### src/tfd_pkg.sv
// Shared types and constants of the texture fragment depth unit.
// Used by the front, divider, back and top level modules.
package tfd_pkg;

  localparam int TEX_ADDR_BITS_DEF = 16;
  localparam int FIFO_DEPTH        = 4;
  localparam int DIV_W             = 36;        // dividend width: interpolant plus 4 fraction bits
  localparam int DIV_STAGES        = DIV_W;     // one quotient bit per stage
  localparam int QUO_KEEP          = 12;        // 8 integer bits survive the masks, 4 fraction bits
  localparam int ADDR_WIDE         = 23;        // 8-bit row index shifted by up to 15
  localparam int IN_DATA_W         = 184;
  localparam int OUT_DATA_W        = 56;

  localparam logic [31:0] ALPHA_MASK = 32'hff000000;
  localparam logic [4:0]  WEIGHT_ONE = 5'd16;

  localparam logic [1:0] REG_S_MASK      = 2'd0;
  localparam logic [1:0] REG_T_MASK      = 2'd1;
  localparam logic [1:0] REG_ROW_SHIFT   = 2'd2;
  localparam logic [1:0] REG_FILTER_MODE = 2'd3;

  localparam logic MODE_LOAD = 1'b0;
  localparam logic FILTER_NEAREST = 1'b0;

  typedef struct packed {
    logic        is_frag;
    logic        live;        // fragment passed depth test and has a usable reciprocal
    logic [15:0] texel_addr;
    logic [31:0] texel_value;
    logic [15:0] frag_depth;
    logic [31:0] s_over_w;
    logic [31:0] t_over_w;
    logic [31:0] one_over_w;
  } item_t;

  typedef struct packed {
    logic        is_frag;
    logic        live;
    logic [15:0] texel_addr;
    logic [31:0] texel_value;
    logic [15:0] frag_depth;
  } side_t;

  typedef struct packed {
    logic  vld;
    item_t item;
  } head_t;

endpackage

### src/tfd_front.sv
// Front of the texture fragment depth unit: accepts requests, classifies them
// and queues them for the back. Depends on tfd_pkg.
module tfd_front import tfd_pkg::*; (
  input  logic                 clk,
  input  logic                 rst_n,
  input  logic                 in_tvalid,
  output logic                 in_tready,
  input  logic [IN_DATA_W-1:0] in_tdata,
  input  logic                 pop,
  output head_t                head
);

  localparam int PW = $clog2(FIFO_DEPTH);

  item_t         q_r [FIFO_DEPTH];
  logic [PW-1:0] wr_ptr_r, wr_ptr_nxt;
  logic [PW-1:0] rd_ptr_r, rd_ptr_nxt;
  logic [PW:0]   count_r, count_nxt;
  item_t         cls;
  logic          push;

  always_comb begin
    cls.is_frag     = in_tdata[0] != MODE_LOAD;
    cls.texel_addr  = in_tdata[16:1];
    cls.texel_value = in_tdata[48:17];
    cls.frag_depth  = in_tdata[64:49];
    cls.s_over_w    = in_tdata[112:81];
    cls.t_over_w    = in_tdata[144:113];
    cls.one_over_w  = in_tdata[176:145];
    // not live on zero reciprocal or failed depth test
    cls.live        = (in_tdata[176:145] != 32'd0) && (in_tdata[64:49] >= in_tdata[80:65]);
  end

  assign in_tready = count_r != (PW+1)'(FIFO_DEPTH);
  assign push      = in_tvalid && in_tready;

  assign wr_ptr_nxt = push ? wr_ptr_r + 1'b1 : wr_ptr_r;
  assign rd_ptr_nxt = pop ? rd_ptr_r + 1'b1 : rd_ptr_r;
  assign count_nxt  = count_r + (PW+1)'(push) - (PW+1)'(pop);

  always_ff @(posedge clk) begin
    if (!rst_n) begin
      wr_ptr_r <= '0;
      rd_ptr_r <= '0;
      count_r  <= '0;
    end else begin
      wr_ptr_r <= wr_ptr_nxt;
      rd_ptr_r <= rd_ptr_nxt;
      count_r  <= count_nxt;
    end
  end

  always_ff @(posedge clk) begin
    if (push) begin
      q_r[wr_ptr_r] <= cls;
    end
  end

  assign head.vld  = count_r != '0;
  assign head.item = q_r[rd_ptr_r];

endmodule

### config.mk
export PLATFORM = sky130hd
export DESIGN_NAME = tfd_front
export DESIGN_NICKNAME = d
export VERILOG_FILES = /design/src/tfd_pkg.sv /design/src/tfd_front.sv
export SDC_FILE = /design/constraint.sdc
export NUM_CORES = 1
export LEC_CHECK = 0
export ABC_CLOCK_PERIOD_IN_PS = 6100
export BUFFER_PORTS_ARGS = -buffer_cell sky130_fd_sc_hd__buf_2
export CORE_MARGIN = 2
export CORE_UTILIZATION = 33
export DETAILED_ROUTE_END_ITERATION = 16
export MAX_ROUTING_LAYER = met4
export PLACE_DENSITY_LB_ADDON = 0.15
export SYNTH_ARGS = -nofsm -noshare
export SYNTH_HDL_FRONTEND = slang
export SYNTH_SLANG_ARGS = --single-unit
### constraint.sdc
create_clock -name clk -period 6.1 [get_ports clk]
set_input_delay 0.305 -clock clk [delete_from_list [all_inputs] [get_ports clk]]
set_output_delay 0.305 -clock clk [all_outputs]
set_load 0.05 [all_outputs]
==> results.yml, run 1 <==
floorplanning:
  ios: 352
  start_util: 0.3330
  dieArea_um2: 75680
  die_height_um: 275.1
  core_um2: 72830
  die_x_um: 275.1
  row_count: 99
power_and_ir_drop:
  p_leak_nw: 10.59
  power_mw: 12.26
  p_per_area_nw_per_um2: 393.2
  ir_worst_vdd_mv: 0.3159
global_route:
  grt_usage: 0.1482
  grt_pass1_wl_um: 80580
  use_met1: 0.1826
  top_usage_layer: "met2"
  grt_pass1_vias: 13040
  use_met3: 0.04198
  grt_util_met2: 0.2404
  grt_max_degree: 90
  grt_overflow: 0
  antenna_found_initial: 6
final_layout:
  nFillCells: 6436
  final_cell_count_no_fill: 2543
  area_growth_pct: 28.53
  layout_commonest_cell: "edfxtp_1"
  seqCellArea_um2: 19650
  final_cell_mix: "648 x edfxtp_1, 344 x buf_2, 162 x mux4_2, 162 x dlygate4sd3_1, 78 x clkbuf_16"
  utilization: 0.4280
  multi_input_comb_area_um2: 4320
  finalNetCount: 1729
  layout-drive-gt1-share: 0.4011
clocking:
  clk_pin_slew_ns: 0.06
  h-tree-depth: 3
  cts_made_buffers: 75
  clockBufferDepth: 3
  clkLatencyLatePin_ns: 0.60
  cts_tree: "yes"
  cts_resized: 0
  cts_sinks: 657
  cts-root-buf: "clkbuf_16"
setup_path:
  required_ns: 5.79
  cp.arrival_ns: 2.82
  cp_max_fo: 53
  worst_setup_path_end_kind: "output pin"
  critical_path_class: "reg2out"
  start_kind: "flop"
synth:
  ys_types: 33
  synth_cells: 958
  synth_ff_type: "edfxtp_1"
  yosysSeqAreaShare: 0.8097
  ys_warn_count: 0
  synth-edff-count: 648
  synth_nets: 1169
  avgSynthCellArea_um2: 25.32
  async_reset_ff_frac: 0
  syn_area_um2: 24250
  synth-seq-cells: 657
place:
  routabilityCongestion: 0.7218
  port_buffers: 344
  dpl.cell_count: 2238
  dp_hpwl_um: 31590
route:
  drc_errors: 0
  drtIter0Drc: 688
  via_per_inst: 4.657
  vias: 11840
  routed_wl_um: 54270
  drt-pass1-iter-count: 5
  wire_per_inst_um: 21.34
  antenna_left: 0
sta:
  setup_viol: 0
  max_freq_mhz: 320.4
  hold_viol: 0
  setup_tns_ns: 0
  worst_pin_slew_ns: 0.9679
  relSlewSlack: 0.3547
  post-route-period-util: 0.5117
  min_period_ns: 3.122
  final-max-slew-violation-count: 0
  clock-skew-final_ns: 0.03214
  rsz0062_at_grt: "no"
flow_run:
  drv_cap: 0
worst_hold_path:
  hp-class: "in2reg"
outcome:
  status: "completed"
## synth_stat cells (3+ instances only)
| master | number | area share |
|---|---|---|
| mux4_2 | 162 | 0.15 |
| nor4_1 | 8 | 0.0021 |
| ha_1 | 22 | 0.011 |
| and2_1 | 7 | 0.0018 |
| nand2_1 | 8 | 0.0012 |
| a21oi_1 | 5 | 0.0010 |
| xnor2_1 | 3 | 0.0011 |
| buf_2 | 18 | 0.0037 |
| edfxtp_1 | 648 | 0.80 |
| clkbuf_1 | 6 | 0.00093 |
| nor2_1 | 3 | 0.00046 |
| o21ai_0 | 3 | 0.00062 |
| dfxtp_1 | 9 | 0.0074 |
| buf_6 | 10 | 0.0046 |
| and3_1 | 4 | 0.0010 |
| inv_1 | 21 | 0.0033 |
## stage by stage
stage / instance area, µm² / setup slack (ns) / hold slack (ns)
2_1_floorplan: 24250 / 1.096 / 0.4039
3_3_place_gp: 27160 / 3.505 / 0.4894
3_5_place_dp: 27160 / 3.524 / 0.4943
4_1_cts: 31160 / 2.850 / 0.03633
5_1_grt: 31170 / 2.794 / 0.05975
6_report: 31170 / 2.978 / 0.07779
## registers in the layout, indices dropped and copies added, names as in the netlist, named ones only
register,cells
count_r,3
q_r,648
rd_ptr_r,2
wr_ptr_r,2
## cell families (layout without fill, tap and decap cells)
| kind of cell | Yosys count | count (layout) | share of synthesized area |
|---|---|---|---|
| other cells | 0 | 6 | 0 |
| flops | 657 | 657 | 0.8097 |
| xor+xnor | 5 | 5 | 0.001806 |
| simple gates | 39 | 39 | 0.009285 |
| mux | 162 | 162 | 0.1504 |
| compound gates | 14 | 14 | 0.003611 |
| buf+inv | 58 | 678 | 0.01300 |
| fa+ha+maj | 23 | 23 | 0.01217 |
## what timing repair did
item,CTS,global route
setup buffers,0,0
hold buffers,162,0
setup endpoints to repair,0,0
hold endpoints to repair,653,0
## layout make-up
type,count,area share
well taps,959,0.03849
repair buffers,519,0.1132
clock buffers,93,0.06442
flip-flops and latches,657,0.6302
inverters,22,0.002649
clock inverters,44,0.01196
diodes,6,0.0004816
multi-input cells,243,0.1386
## routing by layer
layer  up-vias  part of all wire
met5         -                 0
met4         0             0.022
met3        83             0.060
met2       274              0.50
met1      6240              0.42
li1       5245                 -
## power breakdown
part / leakage [nW] / total, mW / switching [mW] / internal [mW]
clock network: 1.17 / 4.29 / 1.74 / 2.55
logic: 3.41 / 2.38 / 1.69 / 0.691
registers: 6.01 / 5.58 / 0.100 / 5.48
## worst paths after layout
path         slack, ns                      from                        to  cells after the start
max               2.98                      flop                   head[5]                      3
min               0.08                       pop                      flop                      3
max reg2reg       3.57     count_r[2]$_SDFF_PN0_      q_r[3][81]$_DFFE_PP_                      3
min reg2reg       0.49  wr_ptr_r[1]$_SDFFE_PN0P_  wr_ptr_r[1]$_SDFFE_PN0P_                      2
## worst max-delay path: stages (launching register included)
cell	delay (ns)
dfxtp_4	0.63
buf_4	0.78
mux4_2	0.46
buf_2	0.30
Note: power is estimated with default switching activity, not from simulation.
==> run 2, diff against run 1 <==
--- a/config.mk
+++ b/config.mk
@@ -5,7 +5,7 @@
 export SDC_FILE = /design/constraint.sdc
 export NUM_CORES = 1
 export LEC_CHECK = 0
-export ABC_CLOCK_PERIOD_IN_PS = 6100
+export ABC_CLOCK_PERIOD_IN_PS = 2500
 export BUFFER_PORTS_ARGS = -buffer_cell sky130_fd_sc_hd__buf_2
 export CORE_MARGIN = 2
 export CORE_UTILIZATION = 33
==> constraint.sdc (replaced) <==
create_clock -name clk -period 2.5 [get_ports clk]
set_input_delay 0.125 -clock clk [delete_from_list [all_inputs] [get_ports clk]]
set_output_delay 0.125 -clock clk [all_outputs]
set_load 0.05 [all_outputs]
==> run 2 against run 1 <==
- largest power group unchanged
- die area unchanged
- flip-flop and latch count is the same
- utilization up 0.91 points
- wire length rose by 1.4%
- sequential share of layout area fell by 1.3 points
- design area rose by 2.1%
- worst hold slack gained 0.19 ns
- clock-buffer cell count decreased by 1
==> results.yml, run 2 (synthesis results as in run 1) <==
outcome:
  status: "completed"
worst_hold_path:
  hp-class: "in2reg"
setup_path:
  required_ns: 2.38
  worst_setup_path_end_kind: "output pin"
  start_kind: "flop"
  critical_path_class: "reg2out"
  cp.arrival_ns: 2.28
  cp_max_fo: 19
sta:
  clock-skew-final_ns: 0.01509
  relSlewSlack: 0.6392
  setup_viol: 0
  max_freq_mhz: 416.5
  worst_pin_slew_ns: 0.5411
  hold_viol: 0
  final-max-slew-violation-count: 0
  post-route-period-util: 0.9605
  holdWs_ns: 0.2674
  setup_tns_ns: 0
  rsz0062_at_grt: "yes"
  min_period_ns: 2.401
place:
  port_buffers: 344
  dpl.cell_count: 2278
  dp_hpwl_um: 34910
  postPlaceCellArea_um2: 27670
  routabilityCongestion: 0.7341
global_route:
  grt_pass1_wl_um: 81450
  grt_usage: 0.1491
  grt_max_degree: 52
  antenna_found_initial: 0
  grt_pass1_vias: 13150
  grt_overflow: 0
route:
  vias: 12000
  wire_per_inst_um: 21.36
  via_per_inst: 4.658
  drt-pass1-iter-count: 7
  drc_errors: 0
  drtIter0Drc: 808
  antenna_left: 0
  routed_wl_um: 55050
floorplanning:
  row_count: 99
  start_util: 0.3330
  core_um2: 72830
  ios: 352
  die_x_um: 275.1
  dieArea_um2: 75680
  die_height_um: 275.1
final_layout:
  area_growth_pct: 31.26
  stdcell_area_um2: 31840
  layout_commonest_cell: "edfxtp_1"
  nFillCells: 6388
  final_cell_count_no_fill: 2577
  largest_reg_flops: 648
  top_regs: "q_r: 648 flops, count_r: 3 flops"
  finalNetCount: 1772
  layout-drive-gt1-share: 0.4190
  antenna_cells: 0
  regMostFlops: "q_r"
  final_cell_mix: "648 x edfxtp_1, 343 x buf_2, 164 x dlygate4sd3_1"
power_and_ir_drop:
  power_mw: 30.38
  ir_worst_vdd_mv: 0.5366
  p_leak_nw: 10.91
  p_per_area_nw_per_um2: 954.3
flow_run:
  drv_cap: 0
clocking:
  cts_sinks: 657
  cts-root-buf: "clkbuf_16"
  cts_made_buffers: 74
  h-tree-depth: 3
  clkLatencyLatePin_ns: 0.60
  cts_tree: "yes"
  cts_setup_buffers: 0
  clk_pin_slew_ns: 0.06
  clockBufferDepth: 3
-- run 2: changes by cell type in the layout (fill, tap and decap cells not counted), sizes merged --
cell,previous run,this run
buf,357,397
bufinv,5,7
dlygate4sd3,162,164
clkbuf,93,94
diode,6,0
clkinvlp,0,4
clkinv,37,28
-- run 2: cell type report --
cell class	count	area, µm²	area share
well taps	959	1200	0.03769
flip-flops and latches	657	19650	0.6171
inverters	22	82.58	0.002594
multi-input cells	243	4320	0.1357
clock buffers	92	2002	0.06288
repair buffers	563	4159	0.1306
clock inverters	41	426.7	0.01340
-- run 2: where the power goes --
group / internal [mW] / switching (mW) / total (mW)
logic: 1.90 / 4.21 / 6.10
registers: 13.4 / 0.233 / 13.6
clock network: 6.43 / 4.25 / 10.7
-- run 2: what timing repair did --
item                       4_1_cts  5_1_grt
setup endpoints to repair       22       38
cloned                           0        2
hold buffers                   164        0
gates resized for setup          8        2
hold endpoints to repair       653        0
-- run 2: path summary, 6_finish.rpt --
kind,depth (start not counted),endpoint,from,slack [ns]
min reg2reg,2,wr_ptr_r[1]$_SDFFE_PN0P_,wr_ptr_r[1]$_SDFFE_PN0P_,0.54
min,2,q_r[2][149]$_DFFE_PP_,in_tdata[6],0.27
max,4,head[31],flop,0.1
max reg2reg,9,count_r[2]$_SDFF_PN0_,count_r[2]$_SDFF_PN0_,0.36
-- run 2: per-stage QoR --
step                setup slack [ns]    util
floorplan                    -0.6465       -
global placement              0.3811  0.3799
detailed placement            0.3541  0.3799
CTS                        -0.002120  0.4363
global route               -0.006152  0.4371
finish                       0.09877  0.4371
-- run 2: critical path, stage by stage, from the launching register on --
cell and delay (ns):
dfxtp_4 0.41, buf_12 0.23, clkbuf_16 0.26, mux4_2 0.51, buf_2 0.23
-- run 2: metal layers --
layer / vias up / GRT usage / share of wire
li1: 5336 / - / -
met1: 6301 / 0.1890 / 0.43
met2: 297 / 0.2394 / 0.49
met3: 70 / 0.03561 / 0.062
met4: 0 / 0.04267 / 0.016
met5: - / - / 0
==> run 3, diff against run 2 <==
--- a/config.mk
+++ b/config.mk
@@ -8,10 +8,12 @@
 export ABC_CLOCK_PERIOD_IN_PS = 2500
 export BUFFER_PORTS_ARGS = -buffer_cell sky130_fd_sc_hd__buf_2
 export CORE_MARGIN = 2
-export CORE_UTILIZATION = 33
+export CORE_UTILIZATION = 40
+export CTS_CLUSTER_SIZE = 8
 export DETAILED_ROUTE_END_ITERATION = 16
 export MAX_ROUTING_LAYER = met4
 export PLACE_DENSITY_LB_ADDON = 0.15
+export SETUP_SLACK_MARGIN = 0.5
 export SYNTH_ARGS = -nofsm -noshare
 export SYNTH_HDL_FRONTEND = slang
 export SYNTH_SLANG_ARGS = --single-unit
==> run 3 against run 2 <==
- flip-flop and latch count is the same
- wire length shrank 1.5%
- worst hold slack lost 0.015 ns
- first-iteration DRC count shrank 16%
- largest cell class unchanged
- highest routed layer unchanged
==> results.yml, run 3 (synthesis results as in run 1) <==
route:
  drt-pass1-iter-count: 4
  drtIter0Drc: 677
  vias: 12110
  wire_per_inst_um: 22.60
  via_per_inst: 5.044
  antenna_left: 0
  drc_errors: 0
  routed_wl_um: 54230
worst_hold_path:
  hp-class: "in2reg"
  holdPathEnd: "q_r[3][57]$_DFFE_PP_"
  hold_depth: 2
  worstHoldStart: "in_tdata[138]"
floorplanning:
  die_height_um: 250.2
  core_um2: 60130
  row_count: 90
  ios: 352
  die_x_um: 250.2
  dieArea_um2: 62620
  start_util: 0.4033
setup_path:
  reg2reg_from: "count_r[0]$_SDFF_PN0_"
  rr_worst_depth: 8
  r2r_end: "count_r[1]$_SDFF_PN0_"
  critical_path_class: "reg2out"
  start_kind: "flop"
  cp_max_fo: 8
  cp.arrival_ns: 2.21
  required_ns: 2.38
  worst_setup_path_end_kind: "output pin"
  r2r_slack_ns: 0.50
sta:
  clock-skew-final_ns: 0.01569
  rsz0062_at_grt: "yes"
  final-max-slew-violation-count: 0
  post-route-period-util: 0.9358
  hold_viol: 0
  min_period_ns: 2.339
  max_freq_mhz: 427.5
  holdWs_ns: 0.2522
  worst_pin_slew_ns: 0.6583
  relSlewSlack: 0.5611
  setup_viol: 0
  setup_tns_ns: 0
place:
  dp_hpwl_um: 32220
  routabilityCongestion: 0.7440
  port_buffers: 344
clocking:
  clk_pin_slew_ns: 0.05
  cts-root-buf: "clkbuf_16"
  cts_tree: "yes"
  clockBufferDepth: 3
  clkLatencyLatePin_ns: 0.62
  h-tree-depth: 3
  cts_sinks: 657
  cts_made_buffers: 92
power_and_ir_drop:
  ir_worst_vdd_mv: 0.5865
  p_per_area_nw_per_um2: 955.3
  p_leak_nw: 11.44
final_layout:
  largest_reg_flops: 648
  final_cell_mix: "648 x edfxtp_1, 204 x buf_2, 165 x dlygate4sd3_1"
  finalNetCount: 1805
  area_growth_pct: 36.34
  regMostFlops: "q_r"
  nFillCells: 4599
  top_regs: "q_r: 648 flops, count_r: 3 flops"
  layout-drive-gt1-share: 0.4295
  layout_commonest_cell: "edfxtp_1"
global_route:
  grt_pass1_vias: 13030
  antenna_found_initial: 9
  grt_usage: 0.1783
  grt_overflow: 0
  grt_pass1_wl_um: 80680
  grt_max_degree: 80
outcome:
  status: "completed"
flow_run:
  drv_cap: 0
==> run 3: worst max path at each step <==
stage	endpoint	cells after the start	slack [ns]
finish	head[11]	4	0.16
global route	head[105]	5	0.1
CTS	head[11]	4	0.12
detailed placement	count_r[2]$_SDFF_PN0_	9	0.34
global placement	count_r[2]$_SDFF_PN0_	9	0.37
floorplan	q_r[1][0]$_DFFE_PP_	2	0.14
==> run 3: power by group <==
group          switching [mW]  internal [mW]  leakage, nW
sequential              0.231           13.4         6.01
clock                    4.24           6.69         1.22
combinational            4.33           2.70         4.21
==> run 3: final cells by class <==
class | count | area [µm²] | area share
inverters | 22 | 85.08 | 0.002573
repair buffers | 578 | 5482 | 0.1658
clock inverters | 7 | 140.1 | 0.004238
flip-flops and latches | 657 | 19650 | 0.5942
well taps | 782 | 978.4 | 0.02959
clock buffers | 102 | 2361 | 0.07140
multi-input cells | 243 | 4350 | 0.1316
diodes | 9 | 22.52 | 0.0006810
==> run 3: through the flow <==
step | power (mW) | cell area [µm²] | cells | utilization | setup slack [ns]
floorplan | 17.89 | 24270 | 958 | - | 0.1431
global placement | 19.61 | 27330 | 2085 | 0.4545 | 0.3680
detailed placement | 19.69 | 27330 | 2085 | 0.4545 | 0.3434
CTS | 31.65 | 32450 | 2379 | 0.5396 | 0.1236
global route | 32.76 | 33070 | 2400 | 0.5499 | 0.09886
finish | 31.59 | 33070 | 2400 | 0.5499 | 0.1606
==> run 3: timing repair <==
action / 4_1_cts / 5_1_grt
pin swaps: 0 / 5
hold buffers: 165 / 0
endpoints found under the setup margin: 164 / 164
buffers inserted: 13 / 7
resized for setup: 198 / 154
hold endpoints to repair: 653 / 0
gates cloned: 7 / 5
==> run 3: routing by layer <==
metal  track usage  vias to the layer above  routed length (µm)
met5             -                        -                   0
met4       0.05304                        0                 999
met3       0.05113                       69                3585
met2        0.2866                      346               27400
met1        0.2210                     6322               22250
li1              -                     5369                   -
==> run 3: critical path: stages (launching register included) <==
cell       delay, ns
dfxtp_4         0.35
buf_12          0.17
bufbuf_16       0.30
mux4_2          0.58
buf_6           0.19
